[config.mk]
export PLATFORM = sky130hd
export DESIGN_NAME = key_short_long_press_detector
export DESIGN_NICKNAME = d
export VERILOG_FILES = /design/src/design/kslp_pkg.sv /design/src/design/kslp_lane.sv /design/src/design/kslp_merge.sv /design/src/design/key_short_long_press_detector.sv
export VERILOG_INCLUDE_DIRS = /design/src /design/src/design
export SDC_FILE = /design/constraint.sdc
export NUM_CORES = 1
export LEC_CHECK = 0
export BUFFER_PORTS_ARGS = -buffer_cell sky130_fd_sc_hd__buf_4
export CORE_MARGIN = 8
export CORE_UTILIZATION = 40
export CTS_BUF_LIST = sky130_fd_sc_hd__clkbuf_16
export CTS_CLUSTER_SIZE = 40
export DETAILED_ROUTE_END_ITERATION = 16
export GPL_ROUTABILITY_DRIVEN = 0
export PLACE_DENSITY_LB_ADDON = 0.15
export SETUP_SLACK_MARGIN = 0.02
export SKIP_CTS_REPAIR_TIMING = 1
export SYNTH_ARGS = -nofsm -noshare
export SYNTH_HDL_FRONTEND = slang
export SYNTH_SLANG_ARGS = --single-unit
[constraint.sdc]
create_clock -name aclk -period 6.13 [get_ports aclk]
set_input_delay 0.9195 -clock aclk [delete_from_list [all_inputs] [get_ports aclk]]
set_output_delay 0.9195 -clock aclk [all_outputs]
set_load 0.02 [all_outputs]
[src/design/key_short_long_press_detector_assert.svh]
// ----------------------------------------------------------------------------
// Assertion macros for the key press detector
// Concurrent checks, clocked on aclk and held off while aresetn is low.
// ----------------------------------------------------------------------------
`ifndef KEY_SHORT_LONG_PRESS_DETECTOR_ASSERT_SVH
`define KEY_SHORT_LONG_PRESS_DETECTOR_ASSERT_SVH

`ifndef ASSERT_OFF
// same-cycle implication
`define KSLP_ASSERT_NOW(label, ante, cons) \
    label: assert property (@(posedge aclk) disable iff (!aresetn) (ante) |-> (cons)) \
        else $error("kslp assertion failed");
// next-cycle implication
`define KSLP_ASSERT_NEXT(label, ante, cons) \
    label: assert property (@(posedge aclk) disable iff (!aresetn) (ante) |=> (cons)) \
        else $error("kslp assertion failed");
`else
`define KSLP_ASSERT_NOW(label, ante, cons)
`define KSLP_ASSERT_NEXT(label, ante, cons)
`endif

`endif

[src/design/kslp_pkg.sv]
// ----------------------------------------------------------------------------
// kslp_pkg
// Shared types and constants for the key short/long press detector.
// ----------------------------------------------------------------------------
`timescale 1ns / 1ps

package kslp_pkg;

    localparam int NUM_KEYS_DEF  = 4;
    localparam int KEY_LEVELS_W  = 4;

    localparam logic [31:0] DEBOUNCE_RESET = 32'd20;
    localparam logic [31:0] LONG_RESET     = 32'd1000;

    // configuration register indexes
    localparam logic CFG_DEBOUNCE = 1'b0;
    localparam logic CFG_LONG     = 1'b1;

    typedef enum logic [1:0] {
        EV_NONE  = 2'd0,
        EV_SHORT = 2'd1,
        EV_LONG  = 2'd2
    } ev_kind_t;

    typedef struct packed {
        logic [31:0] timestamp;
        logic [KEY_LEVELS_W-1:0] key_levels;
    } in_word_t;

    typedef struct packed {
        logic [1:0] event_kind;
        logic [1:0] key_index;
    } out_word_t;

    typedef struct packed {
        logic [31:0] debounce_ticks;
        logic [31:0] long_press_ticks;
    } cfg_t;

endpackage

[src/design/kslp_lane.sv]
// ----------------------------------------------------------------------------
// kslp_lane
// Per-key state and edge/duration logic; reports the event this key would
// raise for the current scan and commits its state when enabled.
// ----------------------------------------------------------------------------
`timescale 1ns / 1ps

module kslp_lane
    import kslp_pkg::*;
(
    input  logic        aclk,
    input  logic        aresetn,
    input  cfg_t        cfg,
    input  logic [31:0] now,
    input  logic        lvl,
    input  logic        upd_en,
    output ev_kind_t    kind
);

    logic        prev_level_reg,  prev_level_next;
    logic [31:0] press_start_reg, press_start_next;
    logic        long_fired_reg,  long_fired_next;
    logic [31:0] held;

    assign held = now - press_start_reg;

    always_comb begin
        prev_level_next  = prev_level_reg;
        press_start_next = press_start_reg;
        long_fired_next  = long_fired_reg;
        kind             = EV_NONE;
        if (lvl != prev_level_reg) begin
            prev_level_next = lvl;
            if (!lvl) begin
                press_start_next = now;
                long_fired_next  = 1'b0;
                // duration is zero right at the press
                if (cfg.long_press_ticks == 32'd0) begin
                    kind            = EV_LONG;
                    long_fired_next = 1'b1;
                end
            end else if (!long_fired_reg && held >= cfg.debounce_ticks &&
                         held < cfg.long_press_ticks) begin
                kind = EV_SHORT;
            end
        end else if (!lvl && !long_fired_reg && held >= cfg.long_press_ticks) begin
            kind            = EV_LONG;
            long_fired_next = 1'b1;
        end
    end

    always_ff @(posedge aclk) begin
        if (!aresetn) begin
            prev_level_reg  <= 1'b1;
            press_start_reg <= '0;
            long_fired_reg  <= 1'b0;
        end else if (upd_en) begin
            prev_level_reg  <= prev_level_next;
            press_start_reg <= press_start_next;
            long_fired_reg  <= long_fired_next;
        end
    end

endmodule

[src/design/kslp_merge.sv]
// ----------------------------------------------------------------------------
// kslp_merge
// Priority merge of lane events: lowest reporting key wins, and only keys up
// to and including the winner commit their state.
// ----------------------------------------------------------------------------
`timescale 1ns / 1ps

module kslp_merge
    import kslp_pkg::*;
#(
    parameter int NUM_KEYS = NUM_KEYS_DEF
) (
    input  ev_kind_t              kinds [NUM_KEYS],
    input  logic                  accept,
    output logic [NUM_KEYS-1:0]   upd_en,
    output logic [NUM_KEYS-1:0]   fire,
    output out_word_t             result
);

    always_comb begin
        logic blocked;
        blocked           = 1'b0;
        result.event_kind = EV_NONE;
        result.key_index  = 2'd0;
        for (int k = 0; k < NUM_KEYS; k++) begin
            fire[k]   = (kinds[k] != EV_NONE);
            upd_en[k] = accept && !blocked;
            if (fire[k] && !blocked) begin
                result.event_kind = kinds[k];
                result.key_index  = 2'(k);
            end
            blocked = blocked | fire[k];
        end
    end

endmodule

[src/design/key_short_long_press_detector.sv]
// ----------------------------------------------------------------------------
// key_short_long_press_detector
// Short/long press detection for a row of active-low keys.
// ----------------------------------------------------------------------------
// Usage:
//   s_valid/s_ready/s_word carry one scan word: a 32-bit tick count and the
//   key levels (1 released, 0 pressed). Every accepted word yields exactly one
//   result word on m_valid/m_ready/m_word: event kind (none, short, long) and
//   the index of the lowest key that reported.
//   The result is registered at the accept edge, in the result register or, while
//   the receiver stalls, in the skid register, and is shown on m_*. Throughput is
//   one word per cycle while s_ready is high, set by the per-key subtract and
//   compare plus the priority merge that update key state at the accept edge.
//   A two-entry output stage (result register plus skid register) keeps
//   s_ready high for one more word while the receiver stalls; s_ready drops
//   only when both are full.
//   Thresholds are written through cfg_wr_en/cfg_addr/cfg_wdata while idle.
//   Synchronous reset (aresetn low) marks all keys released with clear press
//   times, restores the default thresholds and empties the output stage.
// ----------------------------------------------------------------------------
`timescale 1ns / 1ps

`include "key_short_long_press_detector_assert.svh"

module key_short_long_press_detector
    import kslp_pkg::*;
#(
    parameter int NUM_KEYS = NUM_KEYS_DEF
) (
    input  logic        aclk,
    input  logic        aresetn,
    input  logic        cfg_wr_en,
    input  logic        cfg_addr,
    input  logic [31:0] cfg_wdata,
    input  logic        s_valid,
    output logic        s_ready,
    input  in_word_t    s_word,
    output logic        m_valid,
    input  logic        m_ready,
    output out_word_t   m_word
);

    cfg_t                cfg_reg;
    ev_kind_t            kinds [NUM_KEYS];
    logic [NUM_KEYS-1:0] levels;
    logic [NUM_KEYS-1:0] upd_en;
    logic [NUM_KEYS-1:0] fire;
    out_word_t           result;
    logic                accept;
    logic                load;

    out_word_t out_word_reg, skid_word_reg;
    logic      out_valid_reg, skid_valid_reg;

    // config registers
    always_ff @(posedge aclk) begin
        if (!aresetn) begin
            cfg_reg.debounce_ticks   <= DEBOUNCE_RESET;
            cfg_reg.long_press_ticks <= LONG_RESET;
        end else if (cfg_wr_en) begin
            unique case (cfg_addr)
                CFG_DEBOUNCE: cfg_reg.debounce_ticks   <= cfg_wdata;
                CFG_LONG:     cfg_reg.long_press_ticks <= cfg_wdata;
                default:      ;
            endcase
        end
    end

    assign s_ready = !skid_valid_reg;
    assign accept  = s_valid && s_ready;

    // keys past the input width read as pressed
    for (genvar k = 0; k < NUM_KEYS; k++) begin : g_lane
        if (k < KEY_LEVELS_W) begin : g_in
            assign levels[k] = s_word.key_levels[k];
        end else begin : g_pad
            assign levels[k] = 1'b0;
        end

        kslp_lane u_lane (
            .aclk    (aclk),
            .aresetn (aresetn),
            .cfg     (cfg_reg),
            .now     (s_word.timestamp),
            .lvl     (levels[k]),
            .upd_en  (upd_en[k]),
            .kind    (kinds[k])
        );
    end

    kslp_merge #(
        .NUM_KEYS (NUM_KEYS)
    ) u_merge (
        .kinds  (kinds),
        .accept (accept),
        .upd_en (upd_en),
        .fire   (fire),
        .result (result)
    );

    // output register with skid word
    assign load = !out_valid_reg || m_ready;

    always_ff @(posedge aclk) begin
        if (!aresetn) begin
            out_valid_reg  <= 1'b0;
            skid_valid_reg <= 1'b0;
        end else if (load) begin
            out_valid_reg  <= skid_valid_reg || accept;
            skid_valid_reg <= 1'b0;
        end else if (accept) begin
            skid_valid_reg <= 1'b1;
        end
    end

    always_ff @(posedge aclk) begin
        if (load) begin
            out_word_reg <= skid_valid_reg ? skid_word_reg : result;
        end
        if (!load && accept) begin
            skid_word_reg <= result;
        end
    end

    assign m_valid = out_valid_reg;
    assign m_word  = out_word_reg;

    `KSLP_ASSERT_NOW(a_skid_behind_out, skid_valid_reg, out_valid_reg)
    `KSLP_ASSERT_NEXT(a_stall_to_skid, accept && m_valid && !m_ready, skid_valid_reg)
    `KSLP_ASSERT_NOW(a_one_winner, 1'b1, $onehot0(fire & upd_en & ~(upd_en >> 1)))
    `KSLP_ASSERT_NOW(a_none_index_zero, m_valid && m_word.event_kind == EV_NONE, m_word.key_index == 2'd0)

endmodule
# Word level (Yosys, flattened, before mapping)
# Cells that the tools add are included.
[totals]
register_bits = 210
inputBits = 74
output_inout_bits = 6
elab_cells = 151
[op_classes]
add_sub_neg = 4
order_cmp = 12
n_eq_ne = 8
n_mux = 35
n_bitwise = 8
n_reduce_logical = 64
[ops]
columns = ["op", "n"]
rows = [
  ["$ge A32 B32 Y1", 8],
  ["$lt A32 B32 Y1", 4],
  ["$sub A32 B32 Y32", 4],
  ["$logic_not A32 Y1", 1],
  ["$mux W2", 13],
  ["$logic_and A1 B1 Y1", 24],
  ["$reduce_and A3 Y1", 8],
  ["$mux W4", 5],
  ["$mux W1", 17],
  ["$reduce_bool A2 Y1", 8],
  ["$logic_not A1 Y1", 14],
  ["$reduce_and A2 Y1", 6],
  ["$ne A2 B2 Y1 const B", 4],
  ["$not A1 Y1", 6],
  ["$ne A1 B1 Y1", 4],
  ["$logic_or A1 B1 Y1", 2],
  ["$or A1 B1 Y1", 2],
  ["$reduce_or A2 Y1", 1],
]

# Depth between registers and ports, before layout
[depth]
depth_word = 14
ltp_mapped = 27
mapped_depth_nobuf = 25

# Hierarchy
# From an unflattened synthesis, not the netlist that was laid out.
[hier_totals]
cells_unflattened = 2825
hier_area_um2 = 21697.1
[modules_own_cells]
columns = ["module", "instances", "cells_per_inst", "area_per_inst_um2", "seq_area_each_um2"]
rows = [
  ["kslp_lane (g_lane[2].u_lane ...)", 2, 631, 4664.5, 680.7],
  ["kslp_lane (g_lane[1].u_lane)", 1, 640, 4703.3, 680.7],
  ["kslp_lane (g_lane[0].u_lane)", 1, 623, 4630.7, 680.7],
  ["key_short_long_press_detector", 1, 277, 2907.8, 1561.5],
  ["kslp_merge", 1, 23, 126.4, 0.0],
]

# Worst setup path after synthesis
# No wires, ideal clock.
[synth_path]
path_kind = "input to register"
startpoint = "input s_word[4] in the netlist's numbering"
endpoint = "register out_word_reg (netlist bit m_word[3]) (data pin)"
setup_ps = 260
t_arrival_ps = 5628
t_required_ps = 5870
slack_ps = 242
stages = 25
n_path_buf = 0
cell_sequence = "inv_1 > ha_1 > inv_1 > fa_1 > a21o_1 > a31o_2 > a21o_1 > a21oi_1 > o311ai_1 > a21oi_1 > o21a_1 > and4b_1 > a31oi_1 > a211oi_1 > ha_1 > and4_1 > nand3_1 > or2_2 > o22ai_1 > o221a_2 > nor3_2 > o211a_1 > and3_1 > a221o_1 > mux2_2"
[synth_lines]
columns = ["element", "line", "source"]
rows = [
  ["start, declared", "key_short_long_press_detector.sv:37", "input in_word_t s_word,"],
  ["end signal, assigned", "key_short_long_press_detector.sv:118", "out_word_reg <= skid_valid_reg ? skid_word_reg : result;"],
  ["end, declared", "key_short_long_press_detector.sv:52", "out_word_t out_word_reg, skid_word_reg;"],
]

==> summary.txt <==
outcome -> complete, no violations
NumNets Final -> 3,239
clock sinks -> 210
period utilisation layout -> 0.9968
Worst Path Arrival -> 6420 ps
Max Clk Rate -> 163.7 MHz
library cells used by synthesis -> 91
Critical-path top delay cell -> o311ai_2
CTS Buf Count -> 26
GRT Total Usage -> 0.2281
Psw -> 2.377 mW
Ys Warns -> 0
Syn Inst Count -> 2,483
Hold Crit Class -> register to register
Die ar. -> 0.05727 mm^2
Cells after DPL -> 3,411
Initial Utilization -> 0.4017
Reg2Reg Depth -> 25
clock skew -> 13.96 ps
post-synthesis async set-or-reset flop share -> 0
antenna diode count -> 0
# IOs -> 80
prevailing post-synth register cell -> dfxtp_1
Clock Latency Late Sink -> 570 ps
Post-Layout Cell Count -> 3,470
final WL -> 68.66 mm
Rel. slew slack -> 0.3441
hold depth -> 2
largest net degree at the start of global routing -> 70
met1 Use GR -> 0.3210
sequential share of power -> 0.245
Total Power -> 6.251 mW
Avg Inst Size Synth -> 8.033 um^2
CP dominant cell by count -> a21o_1
H-tree depth -> 1
met2 Use GR -> 0.3567
clock group share of total power -> 0.277
FILL cells -> 4,827
final hold vios -> 0
min Tclk post-route -> 6110 ps
post-synth net total -> 2,944
Iteration-0 DRC Markers -> 1,408
Pint -> 3.874 mW
clock slew at reported path FFs -> 60 ps
CTS tree -> done
dpl hpwl -> 55.77 mm
M3 GR Usage -> 0.03221
Setup Crit Path Kind -> primary input to register
flops & latches, synth -> 210
Routed Antenna Nets -> 0
Multi-input gate area -> 0.01453 mm^2
register area share after synthesis -> 0.2148
dominant cell type by area after synthesis -> ha_1
detailed-route wire length per cell -> 19.79 um
die width -> 239.3 um
Max Slew Vio Count -> 0
initial antenna violation count -> 1
Buffers on Ports -> 79
ratio of cells with drive above 1 in the final layout -> 0.1587
Synth top area share -> 0.2402
vias in the first global route -> 18,372
Root Buffer -> clkbuf_16
worst slack, placed -> -751.2 ps
Tightest Pin Transition -> 981.4 ps
GRT busiest layer -> met2
crit path max fanout -> 3
# DRC -> 0
switching power share of the total -> 0.3803
worst flop-to-flop path startpoint -> g_lane[3].u_lane.press_start_reg[4]
Setup-failing EPs final -> 0
first-pass GRT wire length -> 102.7 mm
clock tree buffer depth -> 3
max FFs per register -> 128
register area -> 0.004284 mm^2
Critical Path Max Stage Delay -> 370 ps
power share of the combinational group -> 0.478
most frequent cells in the layout -> nand2_1 (388), ha_1 (382), buf_4 (318), a21oi_1 (238), inv_1 (234)
Mapped Area -> 0.01995 mm^2
overall die height -> 239.3 um
main area contributors after synthesis -> ha_1 (24%), dfxtp_1 (20%), nand2_1 (7.3%), a21oi_1 (6.1%), mux2i_1 (4.9%)
P_leak -> 10.53 nW
Pwr Density -> 259.1 mW/mm^2
CP required -> 6440 ps
# rows -> 82
commonest non-fill, non-tap cell in the layout -> nand2_1
RSZ-0062 raised after global routing -> true
crit end category -> register
Post-synth EDFFs -> 8
Max Cap Violations -> 0
CORE AREA -> 0.04966 mm^2
total gr overflow -> 0
CP startpoint -> s_word[8]
startpoint types -> primary input
via count -> 18,973
peak supply drop -> 211.3 uV
DR vias/cell -> 5.468
hold path start -> g_lane[0].u_lane.press_start_reg[7]
Area Overhead vs Synth -> 20.93%
Final WS setup -> 19.57 ps
router iterations before antenna repair -> 8
Final TNS setup -> 0 ps
## stage by stage
stage	utilization	instance area [um^2]	hold slack [ps]
after floorplan	-	19950	434.7
after global placement	0.4602	22850	441.4
after detailed placement	0.4602	22850	446.9
after CTS	0.4794	23810	454.8
after global routing	0.4858	24120	465.5
final	0.4858	24120	454.7
## cells in the mapped netlist (all sizes together), types with 8 or more instances
| cell | count |
|---|---|
| nand2 | 389 |
| ha | 383 |
| a21oi | 247 |
| inv | 235 |
| dfxtp | 202 |
| a21o | 126 |
| mux2i | 98 |
| nor2 | 91 |
| o21ai | 91 |
| xnor2 | 75 |
| nand4 | 60 |
| clkbuf | 43 |
| nor3 | 35 |
| nor2b | 34 |
| nand3 | 31 |
| xor2 | 30 |
| o211ai | 28 |
| o21a | 28 |
| nand2b | 23 |
| and3 | 20 |
| a31oi | 19 |
| a211oi | 18 |
| buf | 17 |
| nor4 | 17 |
| o21bai | 15 |
| o31ai | 11 |
| or3 | 11 |
| a2111oi | 8 |
| edfxtp | 8 |
## kinds of logic after synthesis
group	Yosys count	synth area share
flip-flops	210	0.2148
AND/OR/NAND/NOR	742	0.1728
adder cells (fa/ha/maj)	387	0.2443
multiplexers	102	0.05144
XOR/XNOR	105	0.04610
AO/OA/AOI/OAI	639	0.2065
buffers and inverters	298	0.06417
## power by group through the flow
| stage | logic [mW] | clock network (mW) | registers [mW] |
|---|---|---|---|
| after global routing | 3.28 | 1.83 | 1.54 |
| after floorplan | 1.79 | 0 | 1.56 |
| after global placement | 2.77 | 0 | 1.56 |
| after CTS | 2.87 | 1.77 | 1.53 |
| after detailed placement | 2.86 | 0 | 1.56 |
| final | 2.99 | 1.73 | 1.53 |
## metal layers
layer | vias up | share of wire
met5 | - | 0
met3 | 96 | 0.060
met1 | 8985 | 0.48
met2 | 458 | 0.43
met4 | 0 | 0.028
li1 | 9434 | -
## area by class of cell
cell class                      instances  area share
Timing Repair Buffer                  329      0.1086
Tap cell                              672     0.03486
Sequential cell                       210      0.1776
Multi-Input combinational cell       1975      0.6025
Clock inverter                         22     0.01260
Inverter                              236     0.03693
Clock buffer                           26     0.02697
## final timing paths
| kind | endpoint | slack (ps) |
|---|---|---|
| worst max register to register | m_word[3] | 140 |
| worst min register to register | g_lane[0].u_lane.press_start_reg[7] | 450 |
| worst max-delay path | m_word[3] | 20 |
| worst min-delay path | g_lane[0].u_lane.press_start_reg[7] | 450 |
## worst max-delay path: cells and delay by family
kind | cells | cell delay, ps
multiplexers | 1 | 260
AND/OR/NAND/NOR | 3 | 780
adder cells (fa/ha/maj) | 2 | 620
buffers and inverters | 4 | 600
AO/OA/AOI/OAI | 15 | 3220
No activity file was read; power rests on OpenSTA's default activity.
